==> src/sv/mcstb_pkg.sv <==
`timescale 1ns / 1ps

package mcstb_pkg;

   // Function codes of an input item
   localparam logic [2:0] FUNC_TICK       = 3'd0;
   localparam logic [2:0] FUNC_DECLARE    = 3'd1;
   localparam logic [2:0] FUNC_START      = 3'd2;
   localparam logic [2:0] FUNC_CANCEL     = 3'd3;
   localparam logic [2:0] FUNC_CLEAR      = 3'd4;
   localparam logic [2:0] FUNC_SET_PERIOD = 3'd5;
   localparam logic [2:0] FUNC_STATUS     = 3'd6;
   localparam logic [2:0] FUNC_READ_MS    = 3'd7;

   // Timer modes
   localparam logic [1:0] MODE_CALLBACK = 2'd0;
   localparam logic [1:0] MODE_ELAPSED  = 2'd1;
   localparam logic [1:0] MODE_EVENT    = 2'd2;
   localparam logic [1:0] MODE_DUAL     = 2'd3;

   // Status codes
   localparam logic STATUS_OK   = 1'b0;
   localparam logic STATUS_FULL = 1'b1;

   // Most fired timers reported for one tick
   localparam int MAX_REPORTS = 8;
   localparam int REP_W       = 4;

   typedef struct packed {
      logic [2:0]  func;
      logic [2:0]  timer_id;
      logic [15:0] period;
      logic        repeating;
      logic [1:0]  mode;
      logic [7:0]  event_code;
   } req_item_type;

   typedef struct packed {
      logic [2:0]  slot;
      logic        fired_callback;
      logic        fired_event;
      logic [7:0]  event_out;
      logic        elapsed_flag;
      logic        active_flag;
      logic        status;
      logic [31:0] ms_count;
      logic        last;
   } rsp_item_type;

   // Commands from the controller to the datapath
   typedef struct packed {
      logic capture;
      logic exec_op;
      logic scan_step;
      logic flush;
   } cmd_type;

   // Status from the datapath to the controller
   typedef struct packed {
      logic is_tick;
      logic started;
      logic cur_used;
      logic at_last;
   } sts_type;

endpackage

==> src/sv/mcstb_ctrl.sv <==
`timescale 1ns / 1ps

module mcstb_ctrl (
   input  logic               clock,
   input  logic               reset,
   input  logic               start,
   output logic               busy,
   input  mcstb_pkg::sts_type sts,
   output mcstb_pkg::cmd_type cmd
);
   import mcstb_pkg::*;

   localparam logic [1:0] ST_IDLE  = 2'd0;
   localparam logic [1:0] ST_EXEC  = 2'd1;
   localparam logic [1:0] ST_SCAN  = 2'd2;
   localparam logic [1:0] ST_FLUSH = 2'd3;

   logic [1:0] state_ff;
   logic [1:0] state_in;

   assign busy = (state_ff != ST_IDLE);

   // Sequence one item: execute, then walk the slots for a started tick
   always_comb begin
      state_in = state_ff;
      cmd      = '0;
      unique case (state_ff)
         ST_IDLE: begin
            if (start) begin
               cmd.capture = 1'b1;
               state_in    = ST_EXEC;
            end
         end
         ST_EXEC: begin
            cmd.exec_op = 1'b1;
            if (sts.is_tick && sts.started) begin
               state_in = ST_SCAN;
            end else begin
               state_in = ST_IDLE;
            end
         end
         ST_SCAN: begin
            cmd.scan_step = 1'b1;
            if (!sts.cur_used || sts.at_last) begin
               state_in = ST_FLUSH;
            end
         end
         ST_FLUSH: begin
            cmd.flush = 1'b1;
            state_in  = ST_IDLE;
         end
         default: state_in = ST_IDLE;
      endcase
   end

   always_ff @(posedge clock) begin
      if (reset) begin
         state_ff <= ST_IDLE;
      end else begin
         state_ff <= state_in;
      end
   end

   a_capture_only_idle: assert property (@(posedge clock) disable iff (reset)
      cmd.capture |=> (state_ff == ST_EXEC))
      else $error("capture did not lead to execute");
   a_scan_from_tick: assert property (@(posedge clock) disable iff (reset)
      (state_ff == ST_EXEC) && !(sts.is_tick && sts.started) |=> (state_ff == ST_IDLE))
      else $error("non-tick item went on past execute");
   a_flush_ends: assert property (@(posedge clock) disable iff (reset)
      (state_ff == ST_FLUSH) |=> !busy)
      else $error("flush did not return to idle");

endmodule

==> src/sv/mcstb_dp.sv <==
`timescale 1ns / 1ps

module mcstb_dp #(
   parameter int NUM_TIMERS = 8
) (
   input  logic                    clock,
   input  logic                    reset,
   input  mcstb_pkg::req_item_type req_item,
   input  mcstb_pkg::cmd_type      cmd,
   output mcstb_pkg::sts_type      sts,
   output logic                    rsp_strobe,
   output mcstb_pkg::rsp_item_type rsp_item
);
   import mcstb_pkg::*;

   localparam int IW = (NUM_TIMERS > 1) ? $clog2(NUM_TIMERS) : 1;

   // Request latch and bank-wide state
   req_item_type req_ff, req_in;
   logic [31:0]  global_ff, global_in;
   logic         started_ff, started_in;

   // Per-slot flags
   logic [NUM_TIMERS-1:0] used_ff, used_in;
   logic [NUM_TIMERS-1:0] active_ff, active_in;
   logic [NUM_TIMERS-1:0] elapsed_ff, elapsed_in;

   // Per-slot payload, written at one address a cycle
   logic [31:0] count_ff  [NUM_TIMERS];
   logic [15:0] period_ff [NUM_TIMERS];
   logic        repeat_ff [NUM_TIMERS];
   logic [1:0]  mode_ff   [NUM_TIMERS];
   logic [7:0]  event_ff  [NUM_TIMERS];

   logic [IW-1:0] wr_idx;
   logic          count_we, period_we, decl_we;
   logic [31:0]   count_wd;
   logic [15:0]   period_wd;

   // Scan state and the held fired item
   logic [IW-1:0]    scan_idx_ff, scan_idx_in;
   logic [REP_W-1:0] rep_cnt_ff, rep_cnt_in;
   logic             pend_valid_ff, pend_valid_in;
   rsp_item_type     pend_ff, pend_in;

   // Output register
   logic         rsp_strobe_ff, rsp_strobe_in;
   rsp_item_type rsp_ff, rsp_in;

   // Helpers
   logic [IW-1:0] id_idx;
   logic          id_ok;
   logic [IW-1:0] free_idx;
   logic          full;
   logic [31:0]   cnt_inc;
   logic          fire;
   logic [1:0]    cur_mode;
   logic          fire_cb, fire_ev, fire_el;
   rsp_item_type  fire_item;

   assign id_idx = IW'(req_ff.timer_id);
   assign id_ok  = (32'(req_ff.timer_id) < NUM_TIMERS) && used_ff[id_idx];
   assign full   = &used_ff;

   // Find the lowest free slot
   always_comb begin
      free_idx = '0;
      for (int i = NUM_TIMERS - 1; i >= 0; i--) begin
         if (!used_ff[i]) begin
            free_idx = IW'(i);
         end
      end
   end

   // Bump and compare the scanned slot
   assign cnt_inc  = count_ff[scan_idx_ff] + 32'd1;
   assign fire     = active_ff[scan_idx_ff] && (cnt_inc == {16'd0, period_ff[scan_idx_ff]});
   assign cur_mode = mode_ff[scan_idx_ff];
   assign fire_cb  = (cur_mode == MODE_CALLBACK) || (cur_mode == MODE_DUAL);
   assign fire_ev  = (cur_mode == MODE_EVENT) || (cur_mode == MODE_DUAL);
   assign fire_el  = elapsed_ff[scan_idx_ff] || (cur_mode == MODE_ELAPSED);

   always_comb begin
      fire_item                = '0;
      fire_item.slot           = 3'(scan_idx_ff);
      fire_item.fired_callback = fire_cb;
      fire_item.fired_event    = fire_ev;
      fire_item.event_out      = fire_ev ? event_ff[scan_idx_ff] : 8'd0;
      fire_item.elapsed_flag   = fire_el;
      fire_item.active_flag    = repeat_ff[scan_idx_ff];
   end

   // Next-state logic for all commands
   always_comb begin
      req_in        = req_ff;
      global_in     = global_ff;
      started_in    = started_ff;
      used_in       = used_ff;
      active_in     = active_ff;
      elapsed_in    = elapsed_ff;
      scan_idx_in   = scan_idx_ff;
      rep_cnt_in    = rep_cnt_ff;
      pend_valid_in = pend_valid_ff;
      pend_in       = pend_ff;
      rsp_strobe_in = 1'b0;
      rsp_in        = rsp_ff;
      wr_idx        = scan_idx_ff;
      count_we      = 1'b0;
      count_wd      = '0;
      period_we     = 1'b0;
      period_wd     = req_ff.period;
      decl_we       = 1'b0;

      if (cmd.capture) begin
         req_in = req_item;
      end

      if (cmd.exec_op) begin
         rsp_in      = '0;
         rsp_in.last = 1'b1;
         rsp_in.slot = req_ff.timer_id;
         unique case (req_ff.func)
            FUNC_TICK: begin
               if (started_ff) begin
                  global_in     = global_ff + 32'd1;
                  scan_idx_in   = '0;
                  rep_cnt_in    = '0;
                  pend_valid_in = 1'b0;
               end
            end
            FUNC_DECLARE: begin
               if (full) begin
                  rsp_in.slot   = 3'd0;
                  rsp_in.status = STATUS_FULL;
               end else begin
                  rsp_in.slot          = 3'(free_idx);
                  used_in[free_idx]    = 1'b1;
                  active_in[free_idx]  = 1'b0;
                  elapsed_in[free_idx] = 1'b0;
                  wr_idx               = free_idx;
                  count_we             = 1'b1;
                  period_we            = 1'b1;
                  decl_we              = 1'b1;
               end
            end
            FUNC_START: begin
               started_in = 1'b1;
               if (id_ok) begin
                  active_in[id_idx] = 1'b1;
               end
            end
            FUNC_CANCEL: begin
               if (id_ok) begin
                  active_in[id_idx] = 1'b0;
                  wr_idx            = id_idx;
                  count_we          = 1'b1;
               end
            end
            FUNC_CLEAR: begin
               if (id_ok) begin
                  elapsed_in[id_idx] = 1'b0;
               end
            end
            FUNC_SET_PERIOD: begin
               if (id_ok) begin
                  wr_idx    = id_idx;
                  period_we = 1'b1;
               end
            end
            FUNC_STATUS: begin
               if (id_ok) begin
                  rsp_in.elapsed_flag = elapsed_ff[id_idx];
                  rsp_in.active_flag  = active_ff[id_idx];
               end
            end
            FUNC_READ_MS: begin
               rsp_in.slot     = 3'd0;
               rsp_in.ms_count = global_ff;
            end
            default: rsp_in.slot = 3'd0;
         endcase
         rsp_strobe_in = (req_ff.func != FUNC_TICK);
      end

      // Advance one slot; a new firing releases the held item
      if (cmd.scan_step) begin
         scan_idx_in = scan_idx_ff + IW'(1);
         if (used_ff[scan_idx_ff] && active_ff[scan_idx_ff]) begin
            count_we = 1'b1;
            count_wd = fire ? 32'd0 : cnt_inc;
            if (fire) begin
               active_in[scan_idx_ff]  = repeat_ff[scan_idx_ff];
               elapsed_in[scan_idx_ff] = fire_el;
               if (rep_cnt_ff < REP_W'(MAX_REPORTS)) begin
                  if (pend_valid_ff) begin
                     rsp_in        = pend_ff;
                     rsp_strobe_in = 1'b1;
                  end
                  pend_in       = fire_item;
                  pend_valid_in = 1'b1;
                  rep_cnt_in    = rep_cnt_ff + REP_W'(1);
               end
            end
         end
      end

      // Drop the held item out as the last of the tick
      if (cmd.flush) begin
         if (pend_valid_ff) begin
            rsp_in        = pend_ff;
            rsp_in.last   = 1'b1;
            rsp_strobe_in = 1'b1;
         end
         pend_valid_in = 1'b0;
      end
   end

   // Control registers
   always_ff @(posedge clock) begin
      if (reset) begin
         global_ff     <= '0;
         started_ff    <= 1'b0;
         used_ff       <= '0;
         active_ff     <= '0;
         elapsed_ff    <= '0;
         rep_cnt_ff    <= '0;
         pend_valid_ff <= 1'b0;
         rsp_strobe_ff <= 1'b0;
      end else begin
         global_ff     <= global_in;
         started_ff    <= started_in;
         used_ff       <= used_in;
         active_ff     <= active_in;
         elapsed_ff    <= elapsed_in;
         rep_cnt_ff    <= rep_cnt_in;
         pend_valid_ff <= pend_valid_in;
         rsp_strobe_ff <= rsp_strobe_in;
      end
   end

   // Payload registers
   always_ff @(posedge clock) begin
      req_ff      <= req_in;
      scan_idx_ff <= scan_idx_in;
      pend_ff     <= pend_in;
      rsp_ff      <= rsp_in;
      if (count_we) begin
         count_ff[wr_idx] <= count_wd;
      end
      if (period_we) begin
         period_ff[wr_idx] <= period_wd;
      end
      if (decl_we) begin
         repeat_ff[wr_idx] <= req_ff.repeating;
         mode_ff[wr_idx]   <= req_ff.mode;
         event_ff[wr_idx]  <= req_ff.event_code;
      end
   end

   assign sts.is_tick  = (req_ff.func == FUNC_TICK);
   assign sts.started  = started_ff;
   assign sts.cur_used = used_ff[scan_idx_ff];
   assign sts.at_last  = (scan_idx_ff == IW'(NUM_TIMERS - 1));

   assign rsp_strobe = rsp_strobe_ff;
   assign rsp_item   = rsp_ff;

   a_rep_bound: assert property (@(posedge clock) disable iff (reset)
      rep_cnt_ff <= REP_W'(MAX_REPORTS))
      else $error("fired report count overran");
   a_active_used: assert property (@(posedge clock) disable iff (reset)
      (active_ff & ~used_ff) == '0)
      else $error("active timer in an undeclared slot");
   a_used_prefix: assert property (@(posedge clock) disable iff (reset)
      $onehot({1'b0, used_ff} + (NUM_TIMERS + 1)'(1)))
      else $error("declared slots are not a prefix");
   a_ms_before_start: assert property (@(posedge clock) disable iff (reset)
      !started_ff |-> (global_ff == 32'd0))
      else $error("millisecond count moved before start");

endmodule

==> src/sv/multi_channel_soft_timer_bank.sv <==
`timescale 1ns / 1ps

// Bank of NUM_TIMERS millisecond soft timers, one item at a time. An item is
// taken when start is high and busy low; every function but tick answers with
// one result, registered after the execute state, and holds busy through that
// state only, so the next item can be taken once it has run. A tick walks the
// declared slots one per cycle through a single 32-bit increment and compare,
// holding busy through execute, the slot walk and flush. It emits one result
// per fired timer (at most eight, last marked), none if nothing fired or no
// start was seen yet; the last result comes out in the cycle in which busy
// drops. Results appear on rsp_item for one cycle with rsp_strobe high; the
// receiver cannot stall them.
module multi_channel_soft_timer_bank #(
   parameter int NUM_TIMERS = 8
) (
   input  logic                    clock,
   input  logic                    reset,
   input  logic                    start,
   output logic                    busy,
   input  mcstb_pkg::req_item_type req_item,
   output logic                    rsp_strobe,
   output mcstb_pkg::rsp_item_type rsp_item
);
   import mcstb_pkg::*;

   cmd_type cmd;
   sts_type sts;

   mcstb_ctrl u_ctrl (
      .clock (clock),
      .reset (reset),
      .start (start),
      .busy  (busy),
      .sts   (sts),
      .cmd   (cmd)
   );

   mcstb_dp #(
      .NUM_TIMERS (NUM_TIMERS)
   ) u_dp (
      .clock      (clock),
      .reset      (reset),
      .req_item   (req_item),
      .cmd        (cmd),
      .sts        (sts),
      .rsp_strobe (rsp_strobe),
      .rsp_item   (rsp_item)
   );

endmodule

==> config.mk <==
export PLATFORM = sky130hd
export DESIGN_NAME = multi_channel_soft_timer_bank
export DESIGN_NICKNAME = d
export VERILOG_FILES = /design/src/sv/mcstb_pkg.sv /design/src/sv/mcstb_ctrl.sv /design/src/sv/mcstb_dp.sv /design/src/sv/multi_channel_soft_timer_bank.sv
export SDC_FILE = /design/constraint.sdc
export NUM_CORES = 1
export LEC_CHECK = 0
export BUFFER_PORTS_ARGS = -buffer_cell sky130_fd_sc_hd__buf_2
export CORE_ASPECT_RATIO = 2
export CORE_MARGIN = 2
export CORE_UTILIZATION = 60
export DETAILED_ROUTE_END_ITERATION = 10
export GPL_TIMING_DRIVEN = 0
export PLACE_DENSITY = 0.77
export SLEW_MARGIN = 40
export SYNTH_ARGS = -nofsm -noshare
export SYNTH_HDL_FRONTEND = slang
export SYNTH_SLANG_ARGS = --single-unit
==> constraint.sdc <==
create_clock -name clock -period 7.56 [get_ports clock]
set_input_delay 0.378 -clock clock [delete_from_list [all_inputs] [get_ports clock]]
set_output_delay 0.378 -clock clock [all_outputs]
set_load 0.01 [all_outputs]
Word-level counts from Yosys, hierarchy flattened
Memories as Yosys holds them, arrays and structs flattened. A register that Yosys moved wholly into a read port is not among the register bits.
Cells that the tools add are included.

word-level totals
  input bits = 36
  memories = 5
  register bits after elaboration = 157
  logic and storage cells = 221
  bits in writable memories = 472
  output and inout port bits = 51

memory list
  name            depth  bits a word  rd ports  clocked after memory_dff  write ports  line            RTL
  u_dp.count_ff   8      32           1         1                         1            mcstb_dp.sv:29  logic [31:0] count_ff [NUM_TIMERS];
  u_dp.period_ff  8      16           1         1                         1            mcstb_dp.sv:30  logic [15:0] period_ff [NUM_TIMERS];
  u_dp.event_ff   8      8            1         1                         1            mcstb_dp.sv:33  logic [7:0] event_ff [NUM_TIMERS];
  u_dp.mode_ff    8      2            1         1                         1            mcstb_dp.sv:32  logic [1:0] mode_ff [NUM_TIMERS];
  u_dp.repeat_ff  8      1            1         1                         1            mcstb_dp.sv:31  logic repeat_ff [NUM_TIMERS];

cells by class
  add/sub/neg operators = 4
  bitwise gates (word level) = 9
  multiplexer cells = 120
  reductions and logical operators = 29
  eq/ne operators = 17
  magnitude comparators = 7

operators with widths
  kind                                                 number
  2-to-1 mux 49 bit                                    8
  2-to-1 mux 32 bit                                    4
  2-to-1 mux 8 bit                                     13
  adder 32 x 1 -> 32 bit, second input constant        2
  2-to-1 mux 3 bit                                     20
  2-to-1 mux 1 bit                                     45
  bitwise AND 8 bit                                    4
  == test 32 x 16 -> 1 bit                             1
  2-to-1 mux 4 bit                                     7
  case mux 8 bit (3 select lines)                      1
  binary-select mux 1 bit (select 3 bit)               6
  bitwise mux 8 bit                                    2
  inverter 8 bit                                       2
  OR 8 bit                                             2
  case mux 8 bit (2 select lines)                      1
  == test 3 bit, second input constant                 5
  < comparator 3 x 4 -> 1 bit, second input constant   3
  case mux 3 bit (2 select lines)                      2
  2-to-1 mux 2 bit                                     5
  demux 1 bit (select 3 bit)                           3
  >= comparator 3 x 1 -> 1 bit, second input constant  3
  AND reduction 3 bit                                  3
  == test 2 bit, second input constant                 4
  case mux 2 bit (4 select lines)                      1
  other kinds (21)                                     39

Depth between registers and ports, before layout
  depth in word-level cells = 21
  depth in mapped cells = 20
  mapped depth without buffers = 13

Cells and area by module
From an unflattened synthesis, not the netlist that was laid out.

unflattened totals
  cell total of the unflattened synthesis = 1726
  area total of the unflattened synthesis = 26867.0 sq um

modules (own cells, without submodules)
  module      times used  sequential area each (sq um)  cells each  area an instance (sq um)
  mcstb_dp    1           18007.3                       1712        26749.4
  mcstb_ctrl  1           40.0                          14          117.6

Least setup slack after synthesis
Ideal clock, no wire load.

  kind = register to register
  start point = reg (tool-made name)
  end point = reg u_dp.rsp_ff (netlist bit u_dp.rsp_item[35])
  cell stages (with the launch flop) = 19
  setup time = 121 ps
  slack = 3122 ps
  buffers on the path = 6
  required time = 7439 ps
  arrival time = 4316 ps
  cell sequence = dfxtp_1 > buf_6 > buf_12 > buf_12 > mux2_2 > ha_1 > inv_1 > or4_1 > clkbuf_1 > nor4_1 > xor2_1 > xnor2_1 > nand2_1 > or4_4 > or4_4 > buf_6 > a21oi_4 > buf_12 > mux2_4

RTL lines
  element               line             RTL
  end signal, assigned  mcstb_dp.sv:246  rsp_ff <= rsp_in;
  end, declared         mcstb_dp.sv:48   rsp_item_type rsp_ff, rsp_in;

==> impl_metrics.prom <==
# TYPE chip_impl_metric gauge
chip_impl_info{name="grt_setup_unrepaired",value="no"} 1
chip_impl_metric{name="synth-seq-area-share",unit="%"} 66.8
chip_impl_metric{name="worst_setup_slack_before_clock_tree_synthesis",unit="ns"} 1.77
chip_impl_metric{name="synth-edff-count",unit=""} 523
chip_impl_metric{name="ir_drop",unit="mV"} 0.326
chip_impl_metric{name="number_of_nets_produced_by_synthesis",unit=""} 1781
chip_impl_metric{name="multi_input_area",unit="sq mm"} 0.00848
chip_impl_metric{name="power_density",unit="mW/mm^2"} 222
chip_impl_metric{name="start_util",unit="%"} 60.4
chip_impl_metric{name="place_hpwl",unit="um"} 41800
chip_impl_metric{name="die_height",unit="um"} 304
chip_impl_metric{name="fmax",unit="MHz"} 172
chip_impl_info{name="most_crowded_layer_after_global_routing",value="met2"} 1
chip_impl_metric{name="setup_viol_count_final",unit=""} 0
chip_impl_metric{name="h-tree-depth",unit=""} 2
chip_impl_metric{name="grt.met2_usage",unit="%"} 47.0
chip_impl_info{name="post-synth-top-area-cell",value="sky130_fd_sc_hd__edfxtp_1"} 1
chip_impl_metric{name="cts.sink_count",unit=""} 640
chip_impl_metric{name="antenna_found_initial",unit=""} 0
chip_impl_metric{name="post_drt_wl_per_cell",unit="um"} 25.3
chip_impl_metric{name="post-route-util",unit="%"} 69.4
chip_impl_metric{name="tightestPinTransition",unit="ns"} 0.821
chip_impl_metric{name="global_route_wire_length_before_repair",unit="um"} 96800
chip_impl_metric{name="maxCapViolCount",unit=""} 0
chip_impl_metric{name="firstDrtPassIters",unit=""} 6
chip_impl_metric{name="final_critical_path_setup_slack",unit="ns"} 1.76
chip_impl_metric{name="yosys_register_bits",unit=""} 640
chip_impl_metric{name="vias",unit=""} 15968
chip_impl_metric{name="coreArea",unit="sq mm"} 0.0447
chip_impl_metric{name="netlist.area_leader.share",unit="%"} 58.1
chip_impl_metric{name="first_iter_violations",unit=""} 1640
chip_impl_metric{name="totalPowerFinal",unit="mW"} 6.88
chip_impl_info{name="setup.worst_path.class",value="flop to flop"} 1
chip_impl_info{name="cts.root.buffer_cell",value="sky130_fd_sc_hd__clkbuf_16"} 1
chip_impl_metric{name="number_of_core_rows",unit=""} 110
chip_impl_info{name="outcome",value="finished, final reports clean"} 1
chip_impl_metric{name="insertedDiodeCount",unit=""} 0
chip_impl_metric{name="async_reset_ff_share",unit="%"} 0
chip_impl_metric{name="fin_clk_skew",unit="ns"} 0.0225
chip_impl_metric{name="global_route_track_usage_on_met1",unit="%"} 36.0
chip_impl_metric{name="antenna_left",unit=""} 0
chip_impl_info{name="nature_of_the_critical_path_startpoint",value="flop"} 1
chip_impl_metric{name="ff_latch_area",unit="sq mm"} 0.0180
chip_impl_info{name="cts_tree",value="yes"} 1
chip_impl_metric{name="grt_use_met3",unit="%"} 3.59
chip_impl_metric{name="postRouteWirelength",unit="um"} 64200
chip_impl_metric{name="leakage",unit="nW"} 9.74
chip_impl_metric{name="layout_worst_path_cycle_share",unit="%"} 76.8
chip_impl_metric{name="synth.lib_cells_used.distinct",unit=""} 79
chip_impl_metric{name="clkTransAtPathRegs",unit="ns"} 0.07
chip_impl_metric{name="post_route_cells_drive_above_1_share",unit="%"} 23.4
chip_impl_info{name="crit_path_cell_trace",value="buf_6, buf_12, buf_12, mux2_2, ha_1, inv_1, or4_1, clkbuf_1, nor4_1, xor2_1, xnor2_1, nand2_1, or4_4, or3_1, buf_2, nand2b_1, clkbuf_1, buf_2, nor2_1"} 1
chip_impl_info{name="worst_setup_path_end_kind",value="flop"} 1
chip_impl_metric{name="largest_net_degree_at_the_start_of_global_routing",unit=""} 19
chip_impl_info{name="slowest_stage",value="sky130_fd_sc_hd__or4_4"} 1
chip_impl_metric{name="final_cell_area",unit="sq mm"} 0.0311
chip_impl_info{name="holdCritPathClass",value="input pin to flop"} 1
chip_impl_metric{name="timing.final.hold_violations",unit=""} 0
chip_impl_metric{name="finalSetupTns",unit="ns"} 0
chip_impl_metric{name="postSynthAreaPerCell",unit="sq um"} 15.6
chip_impl_metric{name="clock_tree.buffer_depth",unit=""} 3
chip_impl_info{name="synth_flop_cell",value="sky130_fd_sc_hd__edfxtp_1"} 1
chip_impl_metric{name="syn_area",unit="sq mm"} 0.0270
chip_impl_metric{name="arrival",unit="ns"} 6.10
chip_impl_metric{name="drc_errors",unit=""} 0
chip_impl_metric{name="placedInstanceArea",unit="sq mm"} 0.0289
chip_impl_metric{name="grtUsageTotal",unit="%"} 27.6
chip_impl_metric{name="timing.critical_path.fanout_max",unit=""} 10
chip_impl_metric{name="dieArea",unit="sq mm"} 0.0469
chip_impl_metric{name="critical_path.max_stage_delay",unit="ns"} 0.55
chip_impl_metric{name="synth_cells",unit=""} 1732
chip_impl_metric{name="insertion_delay",unit="ns"} 0.61
chip_impl_metric{name="nets",unit=""} 1981
chip_impl_metric{name="fill_cell_total_of_the_finished_layout",unit=""} 2825
chip_impl_metric{name="globalplace.congestion",unit=""} 0.947
chip_impl_metric{name="areaGrowthSynthToFinish",unit="%"} 14.9
chip_impl_metric{name="numPortBuffers",unit=""} 85
chip_impl_metric{name="grt.overflow.total",unit=""} 0
chip_impl_metric{name="first_global_vias",unit=""} 16189
chip_impl_info{name="synth.top_cells.by_area",value="sky130_fd_sc_hd__edfxtp_1 (58%), sky130_fd_sc_hd__dfxtp_1 (8.7%), sky130_fd_sc_hd__mux4_2 (8.3%)"} 1
chip_impl_metric{name="slew-limit-headroom",unit="%"} 45.2
chip_impl_metric{name="final-max-slew-violation-count",unit=""} 0
chip_impl_metric{name="ys.warnings.count",unit=""} 0
chip_impl_metric{name="critPathRequiredTime",unit="ns"} 7.86
chip_impl_metric{name="top_level_pins",unit=""} 87
chip_impl_metric{name="die_width",unit="um"} 154
chip_impl_metric{name="cts_resized",unit=""} 0
chip_impl_metric{name="minimum_clock_period",unit="ns"} 5.80
chip_impl_metric{name="numCtsBuffers",unit=""} 54
chip_impl_metric{name="avgViaCountPerCell",unit=""} 6.29
-- worst max-delay path: cells and delay by family (launching register included) --
family / cells / cell delay, ns
adder cells (fa/ha/maj): 1 / 0.32
buffers and inverters: 8 / 1.80
AND/OR/NAND/NOR: 7 / 2.19
XOR/XNOR: 2 / 0.55
flip-flops: 1 / 0.31
multiplexers: 1 / 0.30
-- cells in the final DEF (no fill, tap or decap), types with 13 or more instances in the layout --
| cell | n |
|---|---|
| sky130_fd_sc_hd__a21oi_1 | 45 |
| sky130_fd_sc_hd__mux2_2 | 33 |
| sky130_fd_sc_hd__and3_1 | 14 |
| sky130_fd_sc_hd__nor2_4 | 29 |
| sky130_fd_sc_hd__nand2_1 | 78 |
| sky130_fd_sc_hd__nor2b_1 | 22 |
| sky130_fd_sc_hd__edfxtp_1 | 523 |
| sky130_fd_sc_hd__clkbuf_16 | 56 |
| sky130_fd_sc_hd__o21ai_0 | 40 |
| sky130_fd_sc_hd__mux2i_1 | 65 |
| sky130_fd_sc_hd__buf_2 | 101 |
| sky130_fd_sc_hd__nor2_1 | 156 |
| sky130_fd_sc_hd__ha_1 | 13 |
| sky130_fd_sc_hd__clkbuf_1 | 48 |
| sky130_fd_sc_hd__mux4_2 | 100 |
| sky130_fd_sc_hd__dfxtp_1 | 117 |
| sky130_fd_sc_hd__dlygate4sd3_1 | 33 |
| sky130_fd_sc_hd__xnor2_1 | 37 |
| sky130_fd_sc_hd__xor2_1 | 42 |
| sky130_fd_sc_hd__mux2_4 | 13 |
| sky130_fd_sc_hd__nor3_1 | 15 |
| sky130_fd_sc_hd__nand3_1 | 40 |
| sky130_fd_sc_hd__buf_8 | 16 |
| sky130_fd_sc_hd__inv_1 | 29 |
| sky130_fd_sc_hd__a22oi_1 | 48 |
-- registers in the layout (all words and copies together), names as in the netlist, 3 cells and up, named ones only --
register and flops:
u_dp.pend_ff 15, u_dp.used_ff 8, u_dp.elapsed_ff 8, u_dp.event_ff 64, u_dp.period_ff 128, u_dp.mode_ff 16
u_dp.active_ff 8, u_dp.count_ff 256, u_dp.rep_cnt_ff 4, u_dp.id_idx 3, u_dp.global_ff 32, u_dp.rsp_item 49
u_dp.scan_idx_ff 3, u_dp.repeat_ff 8, u_dp.period_wd 16, u_dp.req_ff 14
-- metrics by stage --
stage               instances  hold slack [ns]
floorplan                1732            0.435
global placement         2377            0.446
detailed placement       2403            0.461
CTS                      2537            0.329
global route             2537            0.387
finish                   2537            0.342
-- final cells by class --
type,count,area share (%)
clock inverters,34,1.13
well taps,560,2.26
flip-flops and latches,640,58.1
multi-input cells,972,27.3
repair buffers,144,4.12
clock buffers,67,4.84
inverters,29,0.350
plain buffers,91,1.89
-- per-layer routing --
| layer | vias to the layer above | share of wire [%] |
|---|---|---|
| met5 | - | 0 |
| met4 | 0 | 4.4 |
| met3 | 178 | 7.2 |
| met2 | 780 | 51 |
| met1 | 7947 | 38 |
| li1 | 7063 | - |
-- path summary, 6_finish.rpt --
| kind | startpoint | endpoint | slack, ns | cells after the start |
|---|---|---|---|---|
| worst max-delay path | flop | u_dp.count_ff[4][4] | 1.76 | 19 |
| worst min-delay path | start | u_ctrl.state_ff[0] | 0.34 | 4 |
| worst max register to register | flop | u_dp.count_ff[4][4] | 1.76 | 19 |
| worst min register to register | u_dp.pend_ff[35] | u_dp.rsp_item[35] | 0.47 | 1 |
-- power by group --
part	leakage (nW)	switching (mW)	internal, mW	total, mW
combinational	3.60	0.105	0.0599	0.165
sequential	5.22	0.0264	3.81	3.84
clock	0.914	1.28	1.60	2.88
-- cells in the mapped netlist, types with 4 or more instances --
cell type,number
sky130_fd_sc_hd__buf_2,16
sky130_fd_sc_hd__nand2_1,78
sky130_fd_sc_hd__nand3b_1,4
sky130_fd_sc_hd__buf_1,9
sky130_fd_sc_hd__a22oi_1,48
sky130_fd_sc_hd__inv_1,29
sky130_fd_sc_hd__o21ai_0,40
sky130_fd_sc_hd__o21a_1,5
sky130_fd_sc_hd__nor2_1,181
sky130_fd_sc_hd__mux2_4,13
sky130_fd_sc_hd__nand2b_1,12
sky130_fd_sc_hd__and2_1,8
sky130_fd_sc_hd__and3_1,15
sky130_fd_sc_hd__ha_1,13
sky130_fd_sc_hd__buf_6,9
sky130_fd_sc_hd__a221oi_1,4
sky130_fd_sc_hd__nor3_1,18
sky130_fd_sc_hd__xor2_1,42
sky130_fd_sc_hd__nand3_1,40
sky130_fd_sc_hd__or3_1,10
sky130_fd_sc_hd__xnor2_1,37
sky130_fd_sc_hd__or4_4,4
sky130_fd_sc_hd__nor4_2,5
sky130_fd_sc_hd__nor2b_1,22
sky130_fd_sc_hd__nand4_1,12
sky130_fd_sc_hd__mux4_1,9
sky130_fd_sc_hd__nor2_4,10
sky130_fd_sc_hd__a21oi_1,45
sky130_fd_sc_hd__clkbuf_1,43
sky130_fd_sc_hd__mux2_2,33
sky130_fd_sc_hd__buf_4,5
sky130_fd_sc_hd__buf_12,7
sky130_fd_sc_hd__dfxtp_1,117
sky130_fd_sc_hd__edfxtp_1,523
sky130_fd_sc_hd__a22o_1,6
sky130_fd_sc_hd__mux4_2,100
sky130_fd_sc_hd__nor4_1,12
sky130_fd_sc_hd__mux2i_1,68
sky130_fd_sc_hd__or2_2,10
-- cell families (layout without fill, tap and decap cells) --
group                    Yosys count  in the layout  share of synthesized area [%]
AO/OA/AOI/OAI                    185            185                           4.55
XOR/XNOR                          79             79                           2.56
AND/OR/NAND/NOR                  471            471                           9.08
adder cells (fa/ha/maj)           13             13                          0.602
multiplexers                     224            224                           13.9
buffers and inverters            120            365                           2.56
flip-flops                       640            640                           66.8
-- what timing repair did --
action,CTS,global route
hold buffers,33,0
hold endpoints to repair,33,0
setup buffers,0,0
(Power assumes the default switching activity.)
